### config.mk
export PLATFORM = sky130hd
export DESIGN_NAME = top_n_largest_tracker
export DESIGN_NICKNAME = d
export VERILOG_FILES = /design/src/hw/rtl/tnl_pkg.sv /design/src/hw/rtl/tnl_ram.sv /design/src/hw/rtl/tnl_cfg.sv /design/src/hw/rtl/top_n_largest_tracker.sv
export SDC_FILE = /design/constraint.sdc
export NUM_CORES = 2
export LEC_CHECK = 0
export ABC_AREA = 1
export BUFFER_PORTS_ARGS = -buffer_cell sky130_fd_sc_hd__buf_2
export CAP_MARGIN = 20
export CORE_MARGIN = 2
export CORE_UTILIZATION = 32
export CTS_CLUSTER_DIAMETER = 40
export DETAILED_ROUTE_END_ITERATION = 12
export PLACE_DENSITY = 0.54
export SLEW_MARGIN = 10
export SYNTH_ARGS = -nofsm -noshare
export SYNTH_HDL_FRONTEND = slang
export SYNTH_HIERARCHICAL = 1
export SYNTH_SLANG_ARGS = --single-unit
### constraint.sdc
create_clock -name clk -period 30.2 [get_ports clk]
set_clock_uncertainty 0.15 [all_clocks]
set_input_delay 3.02 -clock clk [delete_from_list [all_inputs] [get_ports clk]]
set_output_delay 3.02 -clock clk [all_outputs]
set_load 0.005 [all_outputs]
### src/hw/rtl/tnl_pkg.sv
// ----------------------------------------------------------------------------
// tnl_pkg: shared types and constants of the largest-entry tracker
// Item, result and store-entry layouts, configuration register map and codes.
// ----------------------------------------------------------------------------
package tnl_pkg;

	localparam int ADDR_W = 5;
	localparam int DATA_W = 32;

	localparam logic [2:0] REG_MAX_COUNT    = 3'd0;
	localparam logic [2:0] REG_FILTER_OWNER = 3'd1;
	localparam logic [2:0] REG_OWNER_MATCH  = 3'd2;
	localparam logic [2:0] REG_SAME_FS_ONLY = 3'd3;
	localparam logic [2:0] REG_FS_DEVICE    = 3'd4;
	localparam logic [2:0] REG_AGE_LIMIT    = 3'd5;

	localparam logic [1:0] OP_OFFER = 2'd0;
	localparam logic [1:0] OP_READ  = 2'd1;
	localparam logic [1:0] OP_CLEAR = 2'd2;

	localparam logic [1:0] KIND_REGULAR = 2'd0;
	localparam logic [1:0] KIND_LINK    = 2'd1;
	localparam logic [1:0] KIND_OTHER   = 2'd2;
	localparam logic [1:0] KIND_DIR     = 2'd3;

	localparam logic [16:0] SECONDS_PER_DAY = 17'd86400;

	localparam logic [4:0]  MAX_COUNT_RST = 5'd15;
	localparam logic [15:0] AGE_LIMIT_RST = 16'd30;

	typedef struct packed {
		logic [1:0]  opcode;
		logic [47:0] file_size;
		logic [39:0] access_time;
		logic [15:0] entry_tag;
		logic [31:0] owner_id;
		logic [31:0] device_id;
		logic [1:0]  entry_kind;
		logic [3:0]  rank_index;
		logic [39:0] now_time;
	} item_t;

	typedef struct packed {
		logic        accepted;
		logic [3:0]  insert_rank;
		logic [31:0] files_seen;
		logic [63:0] total_size;
		logic [4:0]  kept_count;
		logic        entry_valid;
		logic [47:0] entry_size;
		logic [39:0] entry_time;
		logic [15:0] entry_id;
		logic        entry_old;
	} result_t;

	typedef struct packed {
		logic [47:0] size;
		logic [39:0] atime;
		logic [15:0] tag;
	} entry_t;

	typedef struct packed {
		logic [4:0]  max_count;
		logic        filter_owner;
		logic [31:0] owner_match;
		logic        same_fs_only;
		logic [31:0] fs_device;
		logic [15:0] age_limit_days;
	} cfg_t;

endpackage

### src/hw/rtl/tnl_ram.sv
// ----------------------------------------------------------------------------
// tnl_ram: generic single-port RAM
// One read or write per cycle; read data is registered.
// ----------------------------------------------------------------------------
module tnl_ram #(
	parameter int WIDTH = 104,
	parameter int DEPTH = 16,
	localparam int AW = (DEPTH > 1) ? $clog2(DEPTH) : 1
) (
	input  logic             clk,
	input  logic             we,
	input  logic [AW-1:0]    addr,
	input  logic [WIDTH-1:0] wdata,
	output logic [WIDTH-1:0] rdata
);

	logic [WIDTH-1:0] mem_q [DEPTH];

	always_ff @(posedge clk) begin
		if (we) begin
			mem_q[addr] <= wdata;
		end else begin
			rdata <= mem_q[addr];
		end
	end

endmodule

### src/hw/rtl/tnl_cfg.sv
// ----------------------------------------------------------------------------
// tnl_cfg: configuration register bank
// APB-style slave holding the tracker's six configuration registers.
// ----------------------------------------------------------------------------
module tnl_cfg
	import tnl_pkg::*;
(
	input  logic              clk,
	input  logic              arst_n,
	input  logic              psel,
	input  logic              penable,
	input  logic              pwrite,
	input  logic [ADDR_W-1:0] paddr,
	input  logic [DATA_W-1:0] pwdata,
	output logic [DATA_W-1:0] prdata,
	output logic              pready,
	output cfg_t              cfg
);

	cfg_t       cfg_q;
	logic       wr_en;
	logic [2:0] reg_idx;

	assign pready  = 1'b1;
	assign wr_en   = psel & penable & pwrite;
	assign reg_idx = paddr[ADDR_W-1:2];
	assign cfg     = cfg_q;

	always_ff @(posedge clk or negedge arst_n) begin
		if (!arst_n) begin
			cfg_q.max_count      <= MAX_COUNT_RST;
			cfg_q.filter_owner   <= 1'b0;
			cfg_q.owner_match    <= '0;
			cfg_q.same_fs_only   <= 1'b0;
			cfg_q.fs_device      <= '0;
			cfg_q.age_limit_days <= AGE_LIMIT_RST;
		end else if (wr_en) begin
			case (reg_idx)
				REG_MAX_COUNT:    cfg_q.max_count      <= pwdata[4:0];
				REG_FILTER_OWNER: cfg_q.filter_owner   <= pwdata[0];
				REG_OWNER_MATCH:  cfg_q.owner_match    <= pwdata;
				REG_SAME_FS_ONLY: cfg_q.same_fs_only   <= pwdata[0];
				REG_FS_DEVICE:    cfg_q.fs_device      <= pwdata;
				REG_AGE_LIMIT:    cfg_q.age_limit_days <= pwdata[15:0];
				default: ;
			endcase
		end
	end

	always_comb begin
		case (reg_idx)
			REG_MAX_COUNT:    prdata = DATA_W'(cfg_q.max_count);
			REG_FILTER_OWNER: prdata = DATA_W'(cfg_q.filter_owner);
			REG_OWNER_MATCH:  prdata = cfg_q.owner_match;
			REG_SAME_FS_ONLY: prdata = DATA_W'(cfg_q.same_fs_only);
			REG_FS_DEVICE:    prdata = cfg_q.fs_device;
			REG_AGE_LIMIT:    prdata = DATA_W'(cfg_q.age_limit_days);
			default:          prdata = '0;
		endcase
	end

endmodule

### src/hw/rtl/top_n_largest_tracker.sv
// ----------------------------------------------------------------------------
// top_n_largest_tracker: keeps the largest offered entries in size order
// Sequencer around one size comparator and a single-port entry store.
// ----------------------------------------------------------------------------
// Usage. An item (offer, read or clear) is taken at a rising edge with start
// high and busy low; busy then stays high until the result has been built.
// Every item gives exactly one result, shown on result for one cycle with
// done high; the receiver cannot stall it, so it must take it there and then.
// Configuration goes through the APB-style port while the block is idle; the
// block itself does not enforce this, so the user must keep to it.
// Path of an item: clear, unused codes, reads beyond the kept entries and
// offers that do not reach the store go from decode straight to finish;
// reads of a kept entry pass a read-wait step, and offers to a full store
// pass a full check of the last kept entry, which turns them away unless
// they are larger. A placed offer runs the insertion loop, which reads one
// stored entry, compares it and writes it one rank lower, through the
// single port of the entry store, until the new entry's rank is found.
// A new item may be started in the cycle in which done is high.
// Reset empties the store and clears both counters; configuration registers
// return to their defaults. Store contents are not cleared.
// ----------------------------------------------------------------------------
module top_n_largest_tracker
	import tnl_pkg::*;
#(
	parameter int DEPTH = 16
) (
	input  logic              clk,
	input  logic              arst_n,
	input  logic              start,
	output logic              busy,
	input  item_t             item,
	output logic              done,
	output result_t           result,
	input  logic              psel,
	input  logic              penable,
	input  logic              pwrite,
	input  logic [ADDR_W-1:0] paddr,
	input  logic [DATA_W-1:0] pwdata,
	output logic [DATA_W-1:0] prdata,
	output logic              pready
);

	localparam int AW    = (DEPTH > 1) ? $clog2(DEPTH) : 1;
	localparam int OCC_W = $clog2(DEPTH + 1);
	localparam int CW    = (OCC_W > 5) ? OCC_W : 5;
	localparam int EW    = $bits(entry_t);

	localparam logic [2:0] ST_IDLE      = 3'd0;
	localparam logic [2:0] ST_DECODE    = 3'd1;
	localparam logic [2:0] ST_FULL_CHK  = 3'd2;
	localparam logic [2:0] ST_SHIFT_RD  = 3'd3;
	localparam logic [2:0] ST_SHIFT_CMP = 3'd4;
	localparam logic [2:0] ST_READ_WAIT = 3'd5;
	localparam logic [2:0] ST_FINISH    = 3'd6;

	cfg_t cfg;

	tnl_cfg u_cfg (
		.clk     (clk),
		.arst_n  (arst_n),
		.psel    (psel),
		.penable (penable),
		.pwrite  (pwrite),
		.paddr   (paddr),
		.pwdata  (pwdata),
		.prdata  (prdata),
		.pready  (pready),
		.cfg     (cfg)
	);

	// Control state
	logic [2:0]       state_q;
	logic             done_q;
	logic [OCC_W-1:0] occ_q;
	logic [31:0]      files_q;
	logic [63:0]      total_q;
	logic [OCC_W-1:0] j_q;
	logic             grow_q;

	// Payload
	item_t            item_q;
	logic [32:0]      lim_q;
	logic             acc_q;
	logic [OCC_W-1:0] pos_q;
	logic             ent_valid_q;
	entry_t           ent_q;
	logic             old_q;
	result_t          result_q;

	// Store port
	logic             ram_we;
	logic [AW-1:0]    ram_addr;
	entry_t           ram_wdata;
	logic [EW-1:0]    ram_rdata_raw;
	entry_t           ram_rdata;

	tnl_ram #(
		.WIDTH (EW),
		.DEPTH (DEPTH)
	) u_store (
		.clk   (clk),
		.we    (ram_we),
		.addr  (ram_addr),
		.wdata (ram_wdata),
		.rdata (ram_rdata_raw)
	);

	assign ram_rdata = entry_t'(ram_rdata_raw);

	logic          dev_ok;
	logic          counted;
	logic          qualifies;
	logic [CW-1:0] limit;
	logic          room;
	logic          rank_hit;
	logic          size_gt;
	logic [64:0]   sum_c;
	logic [63:0]   total_next;
	logic          is_old;
	logic [39:0]   age_c;
	entry_t        new_entry;

	assign dev_ok    = !(cfg.same_fs_only && (item_q.device_id != cfg.fs_device));
	assign counted   = dev_ok && (item_q.entry_kind != KIND_DIR);
	assign qualifies = counted
		&& ((item_q.entry_kind == KIND_REGULAR) || (item_q.entry_kind == KIND_LINK))
		&& !(cfg.filter_owner && (item_q.owner_id != cfg.owner_match));

	always_comb begin
		if (cfg.max_count == '0) begin
			limit = CW'(1);
		end else if (CW'(cfg.max_count) > CW'(DEPTH)) begin
			limit = CW'(DEPTH);
		end else begin
			limit = CW'(cfg.max_count);
		end
	end

	// A store at or above the current limit counts as full, even after the
	// limit has been lowered below the occupancy.
	assign room     = CW'(occ_q) < limit;
	assign rank_hit = CW'(item_q.rank_index) < CW'(occ_q);

	// The one comparator shared by the full check and the insertion loop.
	assign size_gt = item_q.file_size > ram_rdata.size;

	assign sum_c      = {1'b0, total_q} + 65'(item_q.file_size);
	assign total_next = sum_c[64] ? '1 : sum_c[63:0];

	assign age_c  = item_q.now_time - ram_rdata.atime;
	assign is_old = (item_q.now_time > ram_rdata.atime) && (age_c > 40'(lim_q));

	assign new_entry.size  = item_q.file_size;
	assign new_entry.atime = item_q.access_time;
	assign new_entry.tag   = item_q.entry_tag;

	always_comb begin
		ram_we    = 1'b0;
		ram_addr  = '0;
		ram_wdata = new_entry;
		case (state_q)
			ST_DECODE: begin
				if (item_q.opcode == OP_READ) begin
					ram_addr = AW'(item_q.rank_index);
				end else begin
					ram_addr = AW'(occ_q - 1'b1);
				end
			end
			ST_SHIFT_RD: begin
				if (j_q == '0) begin
					ram_we = 1'b1;
				end else begin
					ram_addr = AW'(j_q - 1'b1);
				end
			end
			ST_SHIFT_CMP: begin
				ram_we   = 1'b1;
				ram_addr = AW'(j_q);
				if (size_gt) begin
					ram_wdata = ram_rdata;
				end
			end
			default: ;
		endcase
	end

	always_ff @(posedge clk or negedge arst_n) begin
		if (!arst_n) begin
			state_q <= ST_IDLE;
			done_q  <= 1'b0;
			occ_q   <= '0;
			files_q <= '0;
			total_q <= '0;
			j_q     <= '0;
			grow_q  <= 1'b0;
		end else begin
			done_q <= 1'b0;
			case (state_q)
				ST_IDLE: begin
					if (start) begin
						state_q <= ST_DECODE;
					end
				end
				ST_DECODE: begin
					state_q <= ST_FINISH;
					case (item_q.opcode)
						OP_OFFER: begin
							if (counted && (files_q != '1)) begin
								files_q <= files_q + 1'b1;
							end
							if (qualifies) begin
								total_q <= total_next;
								grow_q  <= room;
								j_q     <= room ? occ_q : occ_q - 1'b1;
								state_q <= room ? ST_SHIFT_RD : ST_FULL_CHK;
							end
						end
						OP_READ: begin
							if (rank_hit) begin
								state_q <= ST_READ_WAIT;
							end
						end
						OP_CLEAR: begin
							occ_q   <= '0;
							files_q <= '0;
							total_q <= '0;
						end
						default: ;
					endcase
				end
				ST_FULL_CHK: begin
					state_q <= size_gt ? ST_SHIFT_RD : ST_FINISH;
				end
				ST_SHIFT_RD: begin
					if (j_q == '0) begin
						if (grow_q) begin
							occ_q <= occ_q + 1'b1;
						end
						state_q <= ST_FINISH;
					end else begin
						state_q <= ST_SHIFT_CMP;
					end
				end
				ST_SHIFT_CMP: begin
					if (!size_gt) begin
						if (grow_q) begin
							occ_q <= occ_q + 1'b1;
						end
						state_q <= ST_FINISH;
					end else begin
						j_q     <= j_q - 1'b1;
						state_q <= ST_SHIFT_RD;
					end
				end
				ST_READ_WAIT: begin
					state_q <= ST_FINISH;
				end
				ST_FINISH: begin
					done_q  <= 1'b1;
					state_q <= ST_IDLE;
				end
				default: begin
					state_q <= ST_IDLE;
				end
			endcase
		end
	end

	always_ff @(posedge clk) begin
		case (state_q)
			ST_IDLE: begin
				if (start) begin
					item_q <= item;
				end
			end
			ST_DECODE: begin
				acc_q       <= 1'b0;
				pos_q       <= '0;
				ent_valid_q <= 1'b0;
				ent_q       <= '0;
				old_q       <= 1'b0;
				lim_q       <= 33'(cfg.age_limit_days) * 33'(SECONDS_PER_DAY);
			end
			default: ;
		endcase
		case (state_q)
			ST_SHIFT_RD: begin
				if (j_q == '0) begin
					acc_q <= 1'b1;
					pos_q <= '0;
				end
			end
			ST_SHIFT_CMP: begin
				if (!size_gt) begin
					acc_q <= 1'b1;
					pos_q <= j_q;
				end
			end
			ST_READ_WAIT: begin
				ent_valid_q <= 1'b1;
				ent_q       <= ram_rdata;
				old_q       <= is_old;
			end
			ST_FINISH: begin
				result_q.accepted    <= acc_q;
				result_q.insert_rank <= 4'(pos_q);
				result_q.files_seen  <= files_q;
				result_q.total_size  <= total_q;
				result_q.kept_count  <= 5'(occ_q);
				result_q.entry_valid <= ent_valid_q;
				result_q.entry_size  <= ent_q.size;
				result_q.entry_time  <= ent_q.atime;
				result_q.entry_id    <= ent_q.tag;
				result_q.entry_old   <= old_q;
			end
			default: ;
		endcase
	end

	assign busy   = (state_q != ST_IDLE);
	assign done   = done_q;
	assign result = result_q;

	a_start_decodes: assert property (@(posedge clk) disable iff (!arst_n)
		(start && !busy) |=> (state_q == ST_DECODE))
		else $error("accepted item did not enter decode");

	a_done_after_finish: assert property (@(posedge clk) disable iff (!arst_n)
		done |-> $past(state_q == ST_FINISH))
		else $error("done raised outside the finish step");

	a_occ_bound: assert property (@(posedge clk) disable iff (!arst_n)
		(CW'(occ_q) <= CW'(DEPTH)))
		else $error("occupancy beyond store depth");

	a_write_in_loop: assert property (@(posedge clk) disable iff (!arst_n)
		ram_we |-> ((state_q == ST_SHIFT_RD) || (state_q == ST_SHIFT_CMP)))
		else $error("store written outside the insertion loop");

	a_rank_in_store: assert property (@(posedge clk) disable iff (!arst_n)
		((state_q == ST_FINISH) && acc_q) |-> (pos_q < occ_q))
		else $error("placed rank outside the kept entries");

endmodule
---- Word level (Yosys, flattened, before mapping) ----
Memories as Yosys holds them, arrays and structs flattened. A register that Yosys moved wholly into a read port is not among the register bits.
Index checks and enable logic that the tools add are counted.
word-level totals
  register bits after elaboration ......... 764
  memory bits (writable) .................. 1664
  bits of input ports ..................... 259
  memories ................................ 1
operators by class
  add/sub/neg operators ................... 6
  multipliers ............................. 1
  magnitude comparators ................... 6
  equality and inequality tests ........... 27
  mux-type cells .......................... 48
  bitwise operators ....................... 2
  reductions and logical operators ........ 35
memory list
  name           depth  width  rd ports  clocked after memory_dff  wr ports  RTL line       source
  u_store.mem_q  16     104    1         1                         1         tnl_ram.sv:17  logic [WIDTH-1:0] mem_q [DEPTH];
operators by type and width
  kind                                                                    number
  104-bit 2-to-1 mux                                                      4
  32-bit one-hot mux with 6 select lines                                  1
  64-bit 2-to-1 mux                                                       2
  64-bit one-hot mux with 2 select lines                                  1
  64-bit by 48-bit adder with 65-bit output                               1
  5-bit 2-to-1 mux                                                        13
  32-bit inequality test                                                  2
  32-bit one-hot mux with 2 select lines                                  1
  48-bit > comparator                                                     1
  40-bit by 33-bit > comparator with 1-bit output                         1
  40-bit > comparator                                                     1
  40-bit subtractor                                                       1
  32-bit by 1-bit adder with 32-bit output (second input constant)        1
  32-bit 2-to-1 mux                                                       1
  32-bit inequality test (second input constant)                          1
  16-bit by 10-bit multiplier with 26-bit output (second input constant)  1
  5-bit one-hot mux with 2 select lines                                   2
  2-bit inequality test (second input constant)                           8
  3-bit == test (second input constant)                                   5
  3-bit one-hot mux with 5 select lines                                   1
  5-bit one-hot mux with 3 select lines                                   1
  2-bit AND reduction                                                     7
  3-bit by 2-bit == test with 1-bit output (second input constant)        4
  4-bit one-hot mux with 3 select lines                                   1
  27 further kinds                                                        63

---- Longest topological paths before layout ----
  depth after elaboration ................. 9
  depth in mapped cells ................... 28
  mapped depth without buffers ............ 28

---- Hierarchy ----
Netlist, hierarchy kept.
modules (own cells, without submodules)
  module                 times used  cells each  area each (um2)
  tnl_ram                1           6802        72599.6
  top_n_largest_tracker  1           3958        37282.0
  tnl_cfg                1           520         4032.6

---- Worst setup path after synthesis ----
OpenSTA, ideal clock, no wires.
  kind .................................... input port to flip-flop
  from .................................... input port start
  to ...................................... register item_q[0] (netlist bit), enable pin
  arrival time ............................ 11.929 ns
  data required time ...................... 29.254 ns
  path slack .............................. 17.325 ns
  stages .................................. 2
  path buffers ............................ 0
  cells stage by stage .................... inv_1 > nor2_1
on the way
  cells in the longest elaborated chain, start to end .. 1
ends and longest elaborated chain
  item                                  RTL line                      source
  from (decl)                           top_n_largest_tracker.sv:29   input logic start,
  2-bit AND reduction (no source line)  n/a
  to (signal assigned)                  top_n_largest_tracker.sv:273  item_q <= item;
  to (decl)                             top_n_largest_tracker.sv:81   item_t item_q;
Every way passes these cells.
A chain may end at the register's enable or synchronous reset.

---- Worst setup path after layout ----
  from .................................... input port paddr[2]
  to ...................................... output port prdata[9]
on the way
  cells in the longest elaborated chain, start to end .. 2
  elaborated cells on any way between the ends .. 7
  those cells by class .................... 5 x eq/ne; 1 x mux; 1 x reduce/logical
ends and longest elaborated chain
  item                                         RTL line                     source
  from (decl)                                  top_n_largest_tracker.sv:37  input logic [ADDR_W-1:0] paddr,
  3-bit == test, or another cell as far along  tnl_cfg.sv:51                case (reg_idx)
  32-bit one-hot mux with 6 select lines (*)   tnl_cfg.sv:51
  to (decl)                                    top_n_largest_tracker.sv:39  output logic [DATA_W-1:0] prdata,
Every way passes the cells marked *; elsewhere a longest branch is shown, timed or not.

==> impl_metrics.csv <==
group,metric,value,unit
sta,rsz0062_at_grt,"false",
power_and_ir_drop,power_density,108,nW/um^2
cts,cts_max_path_buffers,4,
sta,relSlewSlack,19.1,%
yosys,synth-seq-cells,2531,
drt,drt-total-wl,347,mm
cts,postCtsSetupRepairBufs,0,
worst_setup_path,cp.required,27030,ps
sta,max_freq,128,MHz
power_and_ir_drop,irDropWorstVdd,0.166,mV
final_layout,final_nets,12453,
yosys,synth_area,114000,um^2
yosys,ys.flop_type,"edfxtp_1",
sta,fin_tns_setup,0,ps
final_layout,drive_gt1_share,11.4,%
floorplanning,die_x,601,um
floorplanning,coreArea,355000,um^2
placement,place.gp.congestion,0.932,
placement,port_buffers,502,
status,status,"completed",
placement,placed_area,121000,um^2
global_routing,grt_max_degree,175,
cts,cts_resized,0,
sta,finalMaxSlewViolations,0,
worst_setup_path,arrival,4670,ps
drt,avgViaCountPerCell,4.65,
drt,final_antenna_net_count,0,
hold_path,min_path_type,"reg2reg",
yosys,synth_most_common_cell,"nand2_1",
sta,period_needed,7840,ps
worst_setup_path,end_kind,"primary output",
final_layout,synthToLayoutAreaGrowth,18.5,%
drt,drc_errors,0,
placement,dp_hpwl,204,mm
sta,finalSetupViolCount,0,
final_layout,fillers,35060,
yosys,syn_nets,11829,
yosys,syn_inst,11280,
cts,clock_latency,930,ps
yosys,ys_async_sr_fraction,7.82,%
cts,cts-buffers-inserted,384,
drt,vias,79006,
yosys,ys_types,56,
yosys,synth_top_area_share,61.3,%
floorplanning,die_area,361000,um^2
sta,worstMarginPinSlew,1210,ps
worst_setup_path,crit_type,"in2out",
worst_setup_path,start_kind,"primary input",
global_routing,grt_pass1_vias,74659,
drt,wire_per_inst,20.4,um
cts,cts_tree,"built",
yosys,netlist_top_cells_area,"edfxtp_1 61%, nand2_1 18%, dfrtp_1 4.2%",
power_and_ir_drop,static-leakage-power,57.0,nW
cts,cts_root_buf,"clkbuf_16",
global_routing,grt_use_total,18.7,%
drt,first_pass_iters,6,
floorplanning,fp.dieH,601,um
cts,hold_buffers,0,
drt,drt_iter0_drc,6098,
final_layout,postLayoutCellArea,135000,um^2
yosys,synth_edf_count,2327,
floorplanning,ios,506,
cts,htreeDepth,5,
yosys,synth_top_area_cell,"edfxtp_1",
yosys,ys_warn_count,6,
yosys,synth.avg_cell_area,10.1,um^2
yosys,seq_area_frac_synth,65.8,%
yosys,yosys-top-cells-count,"5,584 x nand2_1, 2,327 x edfxtp_1, 772 x inv_1, 474 x nor2_1, 290 x o21ai_0",
sta,hold_violations,0,
global_routing,antenna_found_initial,49,
sta,fin_crit_sh,26.0,%
cts,cts_num_sinks,2531,
floorplanning,start_util,32.1,%
cts,clk_pin_slew_worst_paths,60,ps
global_routing,grt_first_pass_wirelength,504,mm
worst_setup_path,worstPathMaxFanout,12,
floorplanning,rows,219,
run,maxCapViolations,0,
global_routing,gr-total-overflow,0,
==> metal layers <==
| metal | global-route usage [%] | wire (um) | vias up |
|---|---|---|---|
| met5 | 0 | 0 | - |
| met4 | 6.58 | 12200 | 0 |
| met3 | 2.32 | 18300 | 568 |
| met2 | 31.1 | 165000 | 2279 |
| met1 | 25.2 | 151000 | 37939 |
| li1 | - | - | 38220 |
==> stage by stage <==
| step | utilization (%) | instances | hold WS (ps) | power, mW | worst slack [ps] |
|---|---|---|---|---|---|
| CTS | 38.0 | 16967 | 239 | 14.8 | 22330 |
| detailed placement | 34.2 | 16250 | 255 | 10.1 | 22360 |
| finish | 38.0 | 16998 | 236 | 14.6 | 22360 |
| global route | 38.0 | 16994 | 245 | 15.6 | 22200 |
| floorplan | - | 11280 | 250 | 8.54 | 17330 |
| global placement | 34.2 | 16249 | 252 | 10.1 | 22360 |
==> cells in the final DEF (no fill, tap or decap), drive strengths merged, types with 8 or more instances in the layout <==
cell type | synthesis | routed
dfstp | 8 | 8
a21o | 8 | 8
or2 | 9 | 9
nor4 | 15 | 15
ha | 257 | 257
a21oi | 210 | 210
inv | 778 | 844
clkinvlp | 0 | 51
a31oi | 10 | 10
nand4 | 55 | 55
diode | 0 | 12
o211ai | 10 | 10
edfxtp | 2327 | 2327
nand2 | 5591 | 5591
xor2 | 109 | 109
xnor2 | 68 | 68
clkbuf | 102 | 416
nor3 | 48 | 48
fa | 33 | 33
dfrtp | 190 | 190
bufinv | 0 | 50
buf | 318 | 658
nand3 | 212 | 212
nor2 | 479 | 479
o21a | 12 | 12
o21bai | 10 | 10
o21ai | 392 | 392
clkinv | 2 | 136
==> path summary, 6_finish.rpt <==
| check | endpoint | startpoint | cells past startpoint | slack, ps |
|---|---|---|---|---|
| worst max-delay path | prdata[9] | paddr[2] | 7 | 22360 |
| worst min-delay path | result[34]$_DFFE_PP_ | ent_q[33]$_SDFFCE_PP0P_ | 0 | 240 |
| worst max register to register | u_store/rdata[101]$_DFFE_PN_ | state_q[2]$_DFFE_PN0P_ | 18 | 23810 |
| worst min register to register | result[34]$_DFFE_PP_ | ent_q[33]$_SDFFCE_PP0P_ | 0 | 240 |
| max in group asynchronous | total_q[1]$_DFFE_PN0P_ | arst_n | 4 | 25930 |
| min in group asynchronous | u_cfg/cfg[76]$_DFFE_PN0P_ | arst_n | 1 | 1950 |
==> registers in the layout (all words and copies together), names as in the netlist <==
register	flops
u_store/mem_q	1664
item_q	216
result	212
ent_q	104
u_store/rdata	104
u_cfg/cfg	87
total_q	64
files_q	32
lim_q	26
j_q	5
occ_q	5
pos_q	4
state_q	3
acc_q	1
done	1
ent_valid_q	1
grow_q	1
old_q	1
==> report_power, final <==
group          total, mW  internal [mW]  switching, mW
clock               4.58           2.84           1.74
sequential          4.93           4.71          0.214
combinational       5.14           1.40           3.74
==> cells by family (layout without fill, tap and decap cells) <==
family                   after synthesis  count (layout)  synth area share [%]
AND/OR/NAND/NOR                     6419            6419                  21.7
flip-flops                          2531            2531                  65.8
buffers and inverters               1200            2155                  4.63
AO/OA/AOI/OAI                        662             662                  3.08
adder cells (fa/ha/maj)              290             290                  3.40
XOR/XNOR                             177             177                  1.36
other                                  1              13               0.00329
==> cell type report <==
type | count | area (um^2) | share of cell area [%]
inverters | 780 | 2970 | 2.20
clock inverters | 301 | 3550 | 2.63
clock buffers | 416 | 9880 | 7.31
flip-flops and latches | 2531 | 75000 | 55.5
multi-input cells | 7549 | 33900 | 25.1
diodes | 12 | 30.0 | 0.0222
repair buffers | 658 | 3780 | 2.80
well taps | 4751 | 5940 | 4.40
==> critical path, stage by stage <==
cell     delay, ps
buf_2          150
nor2_2         390
nand2_1        140
inv_1          370
nand2_1        100
nand3_1        280
buf_2          200
Power figures use the tool's default switching activity.
